**src/kpsw_pkg.sv**
```systemverilog
// Package for the keypad stopwatch controller.
// Holds the payload types, the register index codes, the key codes and the reset values.
// Has no dependencies.
`default_nettype none

package kpsw_pkg;

  localparam int unsigned DEB_W    = 8;
  localparam int unsigned REL_W    = 8;
  localparam int unsigned PER_W    = 10;
  localparam int unsigned POS_W    = 4;
  localparam int unsigned DIGIT_W  = 4;
  localparam int unsigned NDIGITS  = 4;
  localparam int unsigned CFG_IDX_W  = 2;
  localparam int unsigned CFG_DATA_W = 10;

  localparam logic [DEB_W-1:0]   DEB_RESET = 8'd32;
  localparam logic [REL_W-1:0]   REL_RESET = 8'd32;
  localparam logic [PER_W-1:0]   PER_RESET = 10'd997;
  localparam logic [DIGIT_W-1:0] DIGIT_MAX = 4'd9;

  localparam logic [POS_W-1:0] KEY_START = 4'd10;
  localparam logic [POS_W-1:0] KEY_STOP  = 4'd11;
  localparam logic [POS_W-1:0] KEY_CLEAR = 4'd12;

  typedef enum logic [CFG_IDX_W-1:0] {
    CFG_DEBOUNCE = 2'd0,
    CFG_RELEASE  = 2'd1,
    CFG_PERIOD   = 2'd2
  } cfg_reg_e;

  typedef struct packed {
    logic key_sense;
  } in_item_t;

  typedef struct packed {
    logic [POS_W-1:0]   next_scan_position;
    logic               key_accepted;
    logic [POS_W-1:0]   accepted_key;
    logic               key_held;
    logic               running;
    logic               second_event;
    logic [DIGIT_W-1:0] digit_ones;
    logic [DIGIT_W-1:0] digit_tens;
    logic [DIGIT_W-1:0] digit_hundreds;
    logic [DIGIT_W-1:0] digit_thousands;
  } out_item_t;

  // key detection result of one tick
  typedef struct packed {
    logic             accepted;
    logic [POS_W-1:0] key;
    logic             held;
    logic [POS_W-1:0] next_pos;
  } key_evt_t;

endpackage

`default_nettype wire

```
**src/kpsw_if.sv**
```systemverilog
// Valid/ready channel interfaces for the keypad stopwatch controller.
// Depends on kpsw_pkg for the payload types.
`default_nettype none

interface kpsw_in_if import kpsw_pkg::*; ();
  logic     valid;
  logic     ready;
  in_item_t data;

  modport source (output valid, output data, input ready);
  modport sink   (input valid, input data, output ready);
endinterface

interface kpsw_out_if import kpsw_pkg::*; ();
  logic      valid;
  logic      ready;
  out_item_t data;

  modport source (output valid, output data, input ready);
  modport sink   (input valid, input data, output ready);
endinterface

`default_nettype wire

```
**src/kpsw_keypad.sv**
```systemverilog
// Keypad scan, debounce and release detection for one tick per enable.
// Depends on kpsw_pkg.
`default_nettype none

module kpsw_keypad import kpsw_pkg::*; (
  input  wire logic             clk_i,
  input  wire logic             rst_ni,
  input  wire logic             en_i,
  input  wire logic             key_sense_i,
  input  wire logic [DEB_W-1:0] debounce_ticks_i,
  input  wire logic [REL_W-1:0] release_ticks_i,
  output key_evt_t              evt_o
);

  logic [POS_W-1:0] pos_q, pos_d;
  logic [DEB_W-1:0] deb_q, deb_d;
  logic [POS_W-1:0] cap_q, cap_d;
  logic             ready_q, ready_d;
  logic [REL_W-1:0] rel_q, rel_d;
  logic [REL_W-1:0] rel_dec;
  logic [DEB_W-1:0] deb_dec;
  logic             pressed;
  logic             accepted;

  always_comb begin
    pressed  = ~key_sense_i;
    rel_dec  = rel_q - REL_W'(1);
    deb_dec  = deb_q - DEB_W'(1);
    pos_d    = pos_q + POS_W'(1);
    deb_d    = deb_q;
    cap_d    = cap_q;
    ready_d  = ready_q;
    rel_d    = rel_q;
    accepted = 1'b0;
    if (ready_q) begin
      if (pressed) begin
        rel_d = release_ticks_i;
      end else if (rel_dec == '0) begin
        ready_d = 1'b0;
        rel_d   = release_ticks_i;
      end else begin
        rel_d = rel_dec;
      end
    end else if (deb_q == '0) begin
      if (pressed) begin
        deb_d = debounce_ticks_i;
        cap_d = pos_q;
      end
    end else begin
      deb_d = deb_dec;
      if (deb_dec == '0 && pressed) begin
        ready_d  = 1'b1;
        accepted = 1'b1;
      end
    end
    evt_o.accepted = accepted;
    evt_o.key      = accepted ? cap_q : '0;
    evt_o.held     = ready_d;
    evt_o.next_pos = pos_d;
  end

  always_ff @(posedge clk_i or negedge rst_ni) begin
    if (!rst_ni) begin
      pos_q   <= '0;
      deb_q   <= '0;
      cap_q   <= '0;
      ready_q <= 1'b0;
      rel_q   <= REL_RESET;
    end else if (en_i) begin
      pos_q   <= pos_d;
      deb_q   <= deb_d;
      cap_q   <= cap_d;
      ready_q <= ready_d;
      rel_q   <= rel_d;
    end
  end

endmodule

`default_nettype wire

```
**src/kpsw_clock.sv**
```systemverilog
// Second prescaler, run flag and four-digit decimal seconds count.
// Depends on kpsw_pkg.
`default_nettype none

module kpsw_clock import kpsw_pkg::*; (
  input  wire logic             clk_i,
  input  wire logic             rst_ni,
  input  wire logic             en_i,
  input  wire logic [PER_W-1:0] second_period_i,
  input  key_evt_t              evt_i,
  output logic                  event_o,
  output logic                  running_o,
  output logic [NDIGITS-1:0][DIGIT_W-1:0] digits_o
);

  logic [PER_W-1:0]                presc_q, presc_d;
  logic                            run_q, run_d;
  logic [NDIGITS-1:0][DIGIT_W-1:0] dig_q, dig_d;
  logic                            carry;
  logic                            evt;

  always_comb begin
    evt     = (presc_q == '0);
    presc_d = evt ? (second_period_i - PER_W'(1)) : (presc_q - PER_W'(1));
    dig_d   = dig_q;
    carry   = evt & run_q;
    for (int d = 0; d < NDIGITS; d++) begin
      if (carry) begin
        if (dig_q[d] >= DIGIT_MAX) begin
          dig_d[d] = '0;
        end else begin
          dig_d[d] = dig_q[d] + DIGIT_W'(1);
          carry    = 1'b0;
        end
      end
    end
    run_d = run_q;
    if (evt_i.accepted) begin
      case (evt_i.key)
        KEY_START: run_d = 1'b1;
        KEY_STOP:  run_d = 1'b0;
        KEY_CLEAR: begin
          run_d = 1'b0;
          dig_d = '0;
        end
        default: run_d = run_q;
      endcase
    end
    event_o   = evt;
    running_o = run_d;
    digits_o  = dig_d;
  end

  always_ff @(posedge clk_i or negedge rst_ni) begin
    if (!rst_ni) begin
      presc_q <= '0;
      run_q   <= 1'b0;
      dig_q   <= '0;
    end else if (en_i) begin
      presc_q <= presc_d;
      run_q   <= run_d;
      dig_q   <= dig_d;
    end
  end

endmodule

`default_nettype wire

```
**src/keypad_stopwatch_controller_unit.sv**
```systemverilog
// Keypad stopwatch controller, top level.
// Depends on kpsw_pkg, kpsw_if, kpsw_keypad and kpsw_clock.
//
// Usage:
//   in_i carries one timer tick per transfer: key_sense is the return-line
//   level at the current scan position (0 pressed). out_o carries one result
//   per tick: next scan position, key acceptance, held flag, run flag, second
//   event and the four seconds digits.
//   cfg_we_i/cfg_idx_i/cfg_data_i write debounce_ticks (0), release_ticks (1)
//   and second_period (2); other indexes are ignored. Write only while idle.
// Timing:
//   A tick is taken into an input register and processed when the output
//   register is empty or out_o is ready; its result lands in the output
//   register. One tick per cycle is sustained while out_o is ready; the
//   state update of the keypad and clock units is combinational logic.
// Reset:
//   Scan position, debounce count, run flag and digits clear; release count
//   loads 32; first tick gives a second event. Registers return to 32, 32, 997.
// Stall:
//   When out_o is not ready the result holds, the input register fills and
//   in_i deasserts ready; nothing is dropped.
`default_nettype none

module keypad_stopwatch_controller_unit import kpsw_pkg::*; (
  input  wire logic                  clk_i,
  input  wire logic                  rst_ni,
  kpsw_in_if.sink                    in_i,
  kpsw_out_if.source                 out_o,
  input  wire logic                  cfg_we_i,
  input  wire logic [CFG_IDX_W-1:0]  cfg_idx_i,
  input  wire logic [CFG_DATA_W-1:0] cfg_data_i
);

  logic [DEB_W-1:0] deb_reg_q;
  logic [REL_W-1:0] rel_reg_q;
  logic [PER_W-1:0] per_reg_q;

  logic      s1_valid_q;
  logic      s1_sense_q;
  logic      out_valid_q;
  out_item_t out_q, out_d;
  logic      adv;

  key_evt_t                        evt;
  logic                            sec_evt;
  logic                            running;
  logic [NDIGITS-1:0][DIGIT_W-1:0] digits;

  always_ff @(posedge clk_i or negedge rst_ni) begin
    if (!rst_ni) begin
      deb_reg_q <= DEB_RESET;
      rel_reg_q <= REL_RESET;
      per_reg_q <= PER_RESET;
    end else if (cfg_we_i) begin
      unique case (cfg_reg_e'(cfg_idx_i))
        CFG_DEBOUNCE: deb_reg_q <= cfg_data_i[DEB_W-1:0];
        CFG_RELEASE:  rel_reg_q <= cfg_data_i[REL_W-1:0];
        CFG_PERIOD:   per_reg_q <= cfg_data_i[PER_W-1:0];
        default:      deb_reg_q <= deb_reg_q;
      endcase
    end
  end

  assign adv         = s1_valid_q & (~out_valid_q | out_o.ready);
  assign in_i.ready  = ~s1_valid_q | adv;
  assign out_o.valid = out_valid_q;
  assign out_o.data  = out_q;

  always_ff @(posedge clk_i or negedge rst_ni) begin
    if (!rst_ni) begin
      s1_valid_q  <= 1'b0;
      out_valid_q <= 1'b0;
    end else begin
      if (in_i.valid && in_i.ready) begin
        s1_valid_q <= 1'b1;
      end else if (adv) begin
        s1_valid_q <= 1'b0;
      end
      if (adv) begin
        out_valid_q <= 1'b1;
      end else if (out_o.ready) begin
        out_valid_q <= 1'b0;
      end
    end
  end

  always_ff @(posedge clk_i) begin
    if (in_i.valid && in_i.ready) begin
      s1_sense_q <= in_i.data.key_sense;
    end
    if (adv) begin
      out_q <= out_d;
    end
  end

  kpsw_keypad u_keypad (
    .clk_i            (clk_i),
    .rst_ni           (rst_ni),
    .en_i             (adv),
    .key_sense_i      (s1_sense_q),
    .debounce_ticks_i (deb_reg_q),
    .release_ticks_i  (rel_reg_q),
    .evt_o            (evt)
  );

  kpsw_clock u_clock (
    .clk_i           (clk_i),
    .rst_ni          (rst_ni),
    .en_i            (adv),
    .second_period_i (per_reg_q),
    .evt_i           (evt),
    .event_o         (sec_evt),
    .running_o       (running),
    .digits_o        (digits)
  );

  always_comb begin
    out_d.next_scan_position = evt.next_pos;
    out_d.key_accepted       = evt.accepted;
    out_d.accepted_key       = evt.key;
    out_d.key_held           = evt.held;
    out_d.running            = running;
    out_d.second_event       = sec_evt;
    out_d.digit_ones         = digits[0];
    out_d.digit_tens         = digits[1];
    out_d.digit_hundreds     = digits[2];
    out_d.digit_thousands    = digits[3];
  end

  a_accept_held: assert property (@(posedge clk_i) disable iff (!rst_ni)
    out_valid_q && out_q.key_accepted |-> out_q.key_held)
    else $error("accepted key not held");

  a_start_runs: assert property (@(posedge clk_i) disable iff (!rst_ni)
    out_valid_q && out_q.key_accepted && out_q.accepted_key == KEY_START
    |-> out_q.running)
    else $error("start key did not run the stopwatch");

  a_clear_zero: assert property (@(posedge clk_i) disable iff (!rst_ni)
    out_valid_q && out_q.key_accepted && out_q.accepted_key == KEY_CLEAR
    |-> !out_q.running && out_q.digit_ones == '0 && out_q.digit_tens == '0
        && out_q.digit_hundreds == '0 && out_q.digit_thousands == '0)
    else $error("clear key left count");

  a_digit_range: assert property (@(posedge clk_i) disable iff (!rst_ni)
    out_valid_q |-> out_q.digit_ones <= DIGIT_MAX && out_q.digit_tens <= DIGIT_MAX
        && out_q.digit_hundreds <= DIGIT_MAX && out_q.digit_thousands <= DIGIT_MAX)
    else $error("digit out of decimal range");

  a_stage_hold: assert property (@(posedge clk_i) disable iff (!rst_ni)
    s1_valid_q && !adv |=> s1_valid_q)
    else $error("pending tick lost");

endmodule

`default_nettype wire
```
**src/flat_wrapper.sv**
```systemverilog
// flat-port wrapper written by rule: the top's interface ports become plain ports
module keypad_stopwatch_controller_unit_flat import kpsw_pkg::*;
  (clk_i, rst_ni, cfg_we_i, cfg_idx_i, cfg_data_i, in_i_valid, in_i_data, in_i_ready, out_o_valid, out_o_data, out_o_ready);
  kpsw_in_if in_i_i ();
  kpsw_out_if out_o_i ();
  input  wire logic clk_i;
  input  wire logic rst_ni;
  input  wire logic cfg_we_i;
  input  wire logic [CFG_IDX_W-1:0] cfg_idx_i;
  input  wire logic [CFG_DATA_W-1:0] cfg_data_i;
  input wire logic [$bits(in_i_i.valid)-1:0] in_i_valid;
  input wire logic [$bits(in_i_i.data)-1:0] in_i_data;
  output wire logic [$bits(in_i_i.ready)-1:0] in_i_ready;
  output wire logic [$bits(out_o_i.valid)-1:0] out_o_valid;
  output wire logic [$bits(out_o_i.data)-1:0] out_o_data;
  input wire logic [$bits(out_o_i.ready)-1:0] out_o_ready;
  assign in_i_i.valid = in_i_valid;
  assign in_i_i.data = in_i_data;
  assign in_i_ready = in_i_i.ready;
  assign out_o_valid = out_o_i.valid;
  assign out_o_data = out_o_i.data;
  assign out_o_i.ready = out_o_ready;
  keypad_stopwatch_controller_unit u_core (.clk_i(clk_i), .rst_ni(rst_ni), .in_i(in_i_i), .out_o(out_o_i), .cfg_we_i(cfg_we_i), .cfg_idx_i(cfg_idx_i), .cfg_data_i(cfg_data_i));
endmodule
```
**config.mk**
```make
export PLATFORM = sky130hd
export DESIGN_NAME = keypad_stopwatch_controller_unit_flat
export DESIGN_NICKNAME = d
export VERILOG_FILES = /design/src/kpsw_pkg.sv /design/src/kpsw_if.sv /design/src/kpsw_keypad.sv /design/src/kpsw_clock.sv /design/src/keypad_stopwatch_controller_unit.sv /design/src/flat_wrapper.sv
export SDC_FILE = /design/constraint.sdc
export NUM_CORES = 1
export LEC_CHECK = 0
export ABC_AREA = 1
export BUFFER_PORTS_ARGS = -buffer_cell sky130_fd_sc_hd__buf_2
export CORE_MARGIN = 4
export CORE_UTILIZATION = 60
export CTS_CLUSTER_SIZE = 25
export DETAILED_ROUTE_END_ITERATION = 10
export GPL_ROUTABILITY_DRIVEN = 0
export PLACE_DENSITY = 0.85
export SETUP_SLACK_MARGIN = 0.05
export SYNTH_ARGS = -nofsm -noshare
export SYNTH_HDL_FRONTEND = slang
export SYNTH_SLANG_ARGS = --single-unit
export TNS_END_PERCENT = 20
```
**constraint.sdc**
```tcl
create_clock -name clk_i -period 2.4 [get_ports clk_i]
set_clock_uncertainty 0.2 [all_clocks]
set_input_delay 0.36 -clock clk_i [delete_from_list [all_inputs] [get_ports clk_i]]
set_output_delay 0.36 -clock clk_i [all_outputs]
set_load 0.03 [all_outputs]
```
==> results of run 1 <==
-- sequential cells by signal (all words and copies together), names as in the netlist, 8 cells and up --
name	flops
u_core.out_o.data	28
u_core.u_clock.presc_q	10
u_core.deb_reg_q	8
u_core.u_clock.dig_q	16
u_core.u_keypad.rel_q	8
u_core.rel_reg_q	8
u_core.u_keypad.deb_q	8
u_core.per_reg_q	10
-- logic make-up after synthesis --
kind of cell	Yosys count	synth area share [%]
AND/OR/NAND/NOR	295	24.0
adder cells (fa/ha/maj)	19	4.21
AO/OA/AOI/OAI	105	10.2
buffers and inverters	107	7.38
XOR/XNOR	17	2.64
flip-flops	109	51.1
multiplexers	2	0.399
-- routing by layer --
layer	vias up	global-route usage [%]	share of wire [%]
li1	2217	-	-
met1	2180	29.8	43
met2	165	37.4	49
met3	38	4.32	5.4
met4	0	9.65	3.1
met5	-	0	0
-- cell usage after synthesis (all sizes together) --
| cell type | count |
|---|---|
| a31oi | 5 |
| a21oi | 14 |
| o211ai | 1 |
| inv | 91 |
| buf | 4 |
| dfrtp | 70 |
| a2bb2oi | 1 |
| nand3b | 1 |
| xnor2 | 1 |
| o22ai | 5 |
| nor2 | 68 |
| ha | 19 |
| o21ai | 73 |
| clkbuf | 10 |
| nand2 | 171 |
| nor3 | 7 |
| edfxtp | 29 |
| xor2 | 16 |
| nand3 | 33 |
| mux2 | 2 |
| o21bai | 1 |
| nand4 | 11 |
| clkinv | 2 |
| or2 | 4 |
| a22oi | 5 |
| dfstp | 10 |
-- final timing paths --
check,endpoint,start
max,u_core.out_o.data[0],u_core.u_keypad.deb_q[0]
min,u_core.per_reg_q[8],cfg_data_i[8]
max reg2reg,u_core.out_o.data[0],u_core.u_keypad.deb_q[0]
min reg2reg,u_core.rel_reg_q[1],u_core.rel_reg_q[1]
max in group asynchronous,u_core.per_reg_q[5],rst_ni
min in group asynchronous,u_core.u_keypad.deb_q[1],rst_ni
-- timing repair --
item | 4_1_cts | 5_1_grt
pin swaps | 0 | 5
setup endpoints to repair | 4 | 43
buffers inserted | 0 | 1
hold buffers | 2 | 0
cloned | 0 | 0
gates resized for setup | 3 | 22
hold endpoints to repair | 34 | 0
-- critical path: stages (launching register included) --
cell	delay, ns
dfrtp_1	0.43
inv_2	0.12
ha_4	0.17
xnor2_2	0.12
nand2_1	0.11
nor2_4	0.13
nand2_1	0.09
nor2_4	0.12
nand2_2	0.10
nor2_2	0.11
nand3_2	0.17
nand2_2	0.13
inv_1	0.04
-- cell type report --
class / count / area [sq um]
timing repair buffer: 62 / 368
multi-input combinational: 438 / 2420
tap: 111 / 139
clock inverter: 5 / 60.1
sequential: 109 / 2890
inverter: 93 / 350
fill: 666 / 2840
clock buffer: 11 / 131
-- metrics by stage --
stage / instance area (sq um) / setup TNS, ns
3_5_place_dp: 6060 / 0
2_1_floorplan: 5640 / 0
4_1_cts: 6270 / 0
5_1_grt: 6350 / -0.0439
6_report: 6350 / 0
3_3_place_gp: 6060 / 0
-- power by group through the flow --
stage	logic, W	clock network (W)	registers [W]
2_1_floorplan	0.00163	0	0.00299
3_3_place_gp	0.00227	0	0.00284
3_5_place_dp	0.00237	0	0.00287
4_1_cts	0.00240	0.00112	0.00283
5_1_grt	0.00282	0.00121	0.00292
6_report	0.00250	0.00112	0.00287
==> results by group, run 1 <==
Detailed routing
  • Detail Route Antenna Nets: 0
  • Vias/cell: between 5 and 6
  • Initial DRC Count: approximately 300
  • Via count: between 4000 and 5000
  • WL/cell: roughly 15 um
  • DRC: 0
  • Detailed-route wire length: roughly 12 mm
  • DRT Pass-1 Iters: 5

Clocking
  • Reg clk slew, reported paths: 0.11 ns
  • CTS Sinks: 109
  • Clock Latency Late Sink: about 0.38 ns
  • H-tree Lvls: 3
  • Total CTS buffers: 9
  • Clock Tree Root: clkbuf_8
  • Clock tree buffer depth: 2
  • CTS tree: yes

Synthesis
  • Syn nets: around 690
  • Post-synth design cell area: roughly 5600 sq um
  • Largest area contributor in the netlist: dfrtp_1
  • Cells after synthesis: about 650
  • Sequential share of the synthesized area: approximately 51%
  • Netlist cell types: 43
  • Share of the synthesized area in the top cell type: a little under a third
  • Synth area leaders: dfrtp_1 31%, edfxtp_1 15%, nand2_1 11%, inv_1 5.8%, o21ai_0 5.3%
  • Synth Warn #: 0
  • Mean Syn Cell Area: 8.63 sq um
  • Synth Register Bits: between 100 and 150

Pwr
  • Lkg Pwr: roughly 3 nW
  • Pint: between 0.003 and 0.004 W
  • Maximum VDD drop: 404 uV
  • Flop pwr share: 44.2%
  • PwrDens: approximately 1000 nW/um^2
  • P_sw: about 0.0027 W
  • Sw Share: about 40%
  • Logic pwr share: between 30% and 40%
  • Power, Total: around 0.0065 W
  • Clk pwr share: 17.3%

STA
  • Final min period: approximately 2.3 ns
  • Worst slew pin tran: 0.589 ns
  • Count of final setup violators: 0
  • Slew headroom: 60.6%
  • RSZ-0062 raised after global routing: true
  • Final slew viol count: 0
  • Min Hold Slack: about 0.0070 ns
  • Final worst path period share: 94.4%
  • F_max: between 400 and 500 MHz
  • Final worst slack: roughly 0.13 ns
  • Hold Violations, Final: 0

Floorplanning
  • Die W: 105 um
  • # rows: 35
  • Die ar.: 11000 sq um
  • DIE HEIGHT: between 100 and 150 um
  • CORE AREA: approximately 9200 sq um
  • Top-Level Pins: between 40 and 50
  • Initial Utilization: 61.4%

Setup path
  • Worst R2R Path Depth: 12
  • WS Path Type: flip-flop to flip-flop
  • CP Launch Type: flip-flop
  • Reg2Reg Setup Slack: ~0.13 ns
  • Max FO, Critical Path: 4
  • Crit path capture type: flip-flop
  • CP arrival: 2.21 ns
  • Required @ worst endpoint: about 2.3 ns

Global routing
  • Vias in the first global route: roughly 4600
  • First-pass GRT wire length: approximately 21 mm
  • Largest net degree at the start of global routing: 46
  • All-Layer GR Usage: 22.9%
  • Initial antenna violation count: 0
  • Total gr overflow: 0

Status
  • Outcome: completed

Placement
  • Post-DP HPWL: roughly 8.5 mm
  • Port Buffers: between 40 and 50
  • DP Cell Count: 810
  • Post-Place Setup Slack: roughly 0.065 ns

Cells and area
  • Commonest non-fill, non-tap cell in the layout: nand2_1
  • Final cell count without fillers: between 800 and 900
  • Final nets: 750
  • Synthesis-to-layout area growth: 12.6%
  • Fin util: 69.1%
  • Commonest cells after routing, fill and taps aside: 156 x nand2_1, 85 x inv_1, 69 x dfrtp_1
  • Antenna diode count: 0
  • Fraction of layout cells with a size suffix above 1: between 20% and 30%

Min path
  • Hold path depth: 2
  • Hold Path Class: input port to flip-flop

Job
  • Max cap viols: 0
(Power assumes the default switching activity.)
==> inputs of run 2 (changes only) <==
--- a/config.mk
+++ b/config.mk
@@ -8,11 +8,11 @@
 export ABC_AREA = 1
 export BUFFER_PORTS_ARGS = -buffer_cell sky130_fd_sc_hd__buf_2
 export CORE_MARGIN = 4
-export CORE_UTILIZATION = 60
+export CORE_UTILIZATION = 54
 export CTS_CLUSTER_SIZE = 25
 export DETAILED_ROUTE_END_ITERATION = 10
 export GPL_ROUTABILITY_DRIVEN = 0
-export PLACE_DENSITY = 0.85
+export PLACE_DENSITY = 0.81
 export SETUP_SLACK_MARGIN = 0.05
 export SYNTH_ARGS = -nofsm -noshare
 export SYNTH_HDL_FRONTEND = slang
==> constraint.sdc (replaced) <==
create_clock -name clk_i -period 1.8 [get_ports clk_i]
set_clock_uncertainty 0.2 [all_clocks]
set_input_delay 0.27 -clock clk_i [delete_from_list [all_inputs] [get_ports clk_i]]
set_output_delay 0.27 -clock clk_i [all_outputs]
set_load 0.03 [all_outputs]
==> results by group, run 2 (synthesis gave the netlist of run 1 again) <==
Detailed routing
  • Met2 WL post-DR: 7.47 mm (+27%)
  • DRT Pass-1 Iters: 5 (unchanged)
  • Detail Route Antenna Nets: 0 (unchanged)
  • WL/cell: 15.5 um (+7.0%)
  • Vias/cell: 5.38 (-3.1%)
  • Detailed-route wire length: 14.8 mm (+23%)
  • Top layer in use: met4
  • Initial DRC Count: 425 (+45%)
  • WL met3: 863 um (+33%)
  • Met1 WL: 5.96 mm (+16%)
  • Via count: 5114 (+11%)
  • DRC: 0 (unchanged)

Floorplanning
  • Initial Utilization: 55.2% (-6.2 points)
  • Die ar.: 12100 sq um (+10%)
  • DIE HEIGHT: 110 um (+5.0%)
  • Top-Level Pins: 48 (unchanged)
  • CORE AREA: 10200 sq um (+11%)
  • # rows: 37 (+5.7%)
  • Die W: 110 um (+5.0%)

Global routing
  • Total gr overflow: 0 (unchanged)
  • Largest net degree at the start of global routing: 36 (-22%)
  • First-pass GRT wire length: 23.6 mm (+14%)
  • All-Layer GR Usage: 24.9% (+2.1 points)
  • Vias in the first global route: 5055 (+11%)
  • Initial antenna violation count: 0 (unchanged)

Setup path
  • CP arrival: 2.20 ns (about the same)
  • Cells along the critical path: inv_2 -> ha_4 -> nand2_1 -> nand2_1 -> nand2_2 -> nor2_4 -> nand3_2 -> nor2_4 -> nand3_4 -> nand2_2 -> inv_2 -> nand2_2 -> nand2_2
  • Crit path capture type: flip-flop
  • Max FO, Critical Path: 5 (+1)
  • Most used cell along the critical path: nand2_2
  • CP max stage delay: 0.40 ns (-0.03 ns)
  • Required @ worst endpoint: 1.75 ns (-0.59 ns)
  • CP Launch Type: flip-flop
  • WS Path Type: flip-flop to flip-flop
  • Slowest stage cell, crit path: dfrtp_1

Pwr
  • Sw Share: 41.3% (+0.094 points)
  • Lkg Pwr: 3.50 nW (+16%)
  • Flop pwr share: 37.9% (-6.3 points)
  • P_sw: 0.00417 W (+56%)
  • Pint: 0.00594 W (+56%)
  • PwrDens: 1360 nW/um^2 (+33%)
  • Logic pwr share: 48.2% (+9.7 points)
  • Maximum VDD drop: 780 uV (+93%)
  • Clk pwr share: 13.9% (-3.4 points)

Clocking
  • Reg clk slew, reported paths: 0.10 ns (about the same)
  • H-tree Lvls: 3 (unchanged)
  • Clock Latency Late Sink: 0.38 ns (about the same)
  • CTS Sinks: 109 (unchanged)
  • CTS tree: yes
  • Total CTS buffers: 9 (unchanged)
  • Clock tree buffer depth: 2 (unchanged)
  • Clock Tree Root: clkbuf_8

STA
  • Count of final setup violators: 70 (+70)
  • Slew headroom: 49.4% (-11 points)
  • Min Hold Slack: 0.0164 ns (+0.00938 ns)
  • Hold Violations, Final: 0 (unchanged)
  • Worst slew pin tran: 0.754 ns (+0.165 ns)
  • Final worst slack: -0.449 ns (-0.584 ns)
  • Final worst path period share: 125% (+31 points)
  • Final slew viol count: 0 (unchanged)
  • Final min period: 2.25 ns (-0.0160 ns)
  • F_max: 445 MHz (+0.71%)
  • Setup TNS: -18.10 ns (-18.10 ns)
  • RSZ-0062 raised after global routing: true

Cells and area
  • Max reg flops: 28 (unchanged)
  • Commonest non-fill, non-tap cell in the layout: nand2_1
  • Footprint of the multi-input gates: 2690 sq um (+11%)
  • Commonest cells after routing, fill and taps aside: 138 x nand2_1, 96 x buf_4, 72 x inv_1
  • Fraction of layout cells with a size suffix above 1: 36.2% (+16 points)
  • Antenna diode count: 0 (unchanged)
  • Final nets: 847 (+13%)
  • Filler cell count: 679 (+2.0%)
  • Register Area: 2890 sq um (about the same)
  • Synthesis-to-layout area growth: 32.0%

Status
  • Failing checks: setup timing
  • Outcome: finished with violations

Placement
  • Post-DP HPWL: 9.57 mm (+12%)
  • Port Buffers: 47 (unchanged)

Min path
  • Hold Path Class: input port to flip-flop

Job
  • Max cap viols: 0 (unchanged)
==> run 2: changes by cell type in the layout (fill, tap and decap cells not counted), moves of 6 or more <==
cell,delta
dlygate4sd3_1,+7
o21ai_0,-12
o21ai_1,+6
nand2_1,-18
nor2_4,+6
nand3_1,-6
buf_4,+83
nand2_2,+14
inv_1,-13
inv_2,+11
nor2_1,-8
==> run 2: power groups by stage <==
| stage | registers (W) | clock network [W] | logic [W] |
|---|---|---|---|
| floorplan | 0.00399 | 0 | 0.00226 |
| global placement | 0.00374 | 0 | 0.00396 |
| global route | 0.00390 | 0.00151 | 0.00535 |
| finish | 0.00383 | 0.00141 | 0.00488 |
| CTS | 0.00377 | 0.00140 | 0.00452 |
| detailed placement | 0.00377 | 0 | 0.00411 |
==> run 2: worst paths after layout <==
| check | from | to | slack [ns] | cells after the start |
|---|---|---|---|---|
| setup / recovery | u_core.u_keypad.deb_q[0] | u_core.out_o.data[17] | -0.45 | 13 |
| min in group asynchronous | rst_ni | u_core.u_clock.dig_q[9] | 0.15 | 2 |
| hold / removal | cfg_data_i[6] | u_core.per_reg_q[6] | 0.02 | 3 |
| max in group asynchronous | rst_ni | u_core.rel_reg_q[5] | 0.67 | 3 |
| hold reg to reg | u_core.rel_reg_q[7] | u_core.rel_reg_q[7] | 0.30 | 2 |
| setup reg to reg | u_core.u_keypad.deb_q[0] | u_core.out_o.data[17] | -0.45 | 13 |
==> run 2: worst max-delay path: cells and delay by family (launching register included) <==
kind	cells	cell delay, ns
adders and majority gates	1	0.18
buffers and inverters	2	0.16
DFF	1	0.40
and+or+nand+nor	10	1.08
==> run 2: stage by stage <==
| stage | instances | area, sq um | utilization, % | setup slack (ns) | power, W |
|---|---|---|---|---|---|
| after floorplan | 654 | 5720 | - | -0.212 | 0.00625 |
| after global placement | 908 | 6760 | 66.1 | -0.293 | 0.00769 |
| after detailed placement | 908 | 6760 | 66.1 | -0.459 | 0.00788 |
| after CTS | 944 | 7260 | 70.9 | -0.355 | 0.00968 |
| after global routing | 951 | 7450 | 72.8 | -0.567 | 0.0108 |
| final | 951 | 7450 | 72.8 | -0.449 | 0.0101 |
==> run 2: layout make-up <==
type | instances | area share (%)
inverter | 93 | 4.77
clock buffer | 11 | 1.90
multi-input combinational | 439 | 36.1
sequential | 109 | 38.8
timing repair buffer | 158 | 15.7
tap | 136 | 2.29
clock inverter | 5 | 0.487
==> run 2: what timing repair did <==
action,CTS,global route
hold buffers,9,0
hold endpoints to repair,79,0
pin swaps,27,17
gates resized for setup,57,38
gates cloned,1,0
setup endpoints to repair,98,88
buffers inserted,10,7
==> run 2: routing by layer <==
metal  up-vias  track usage (%)
li1       2426                -
met1      2433             31.3
met2       204             43.3
met3        51             4.08
met4         0             9.32
met5         -                0
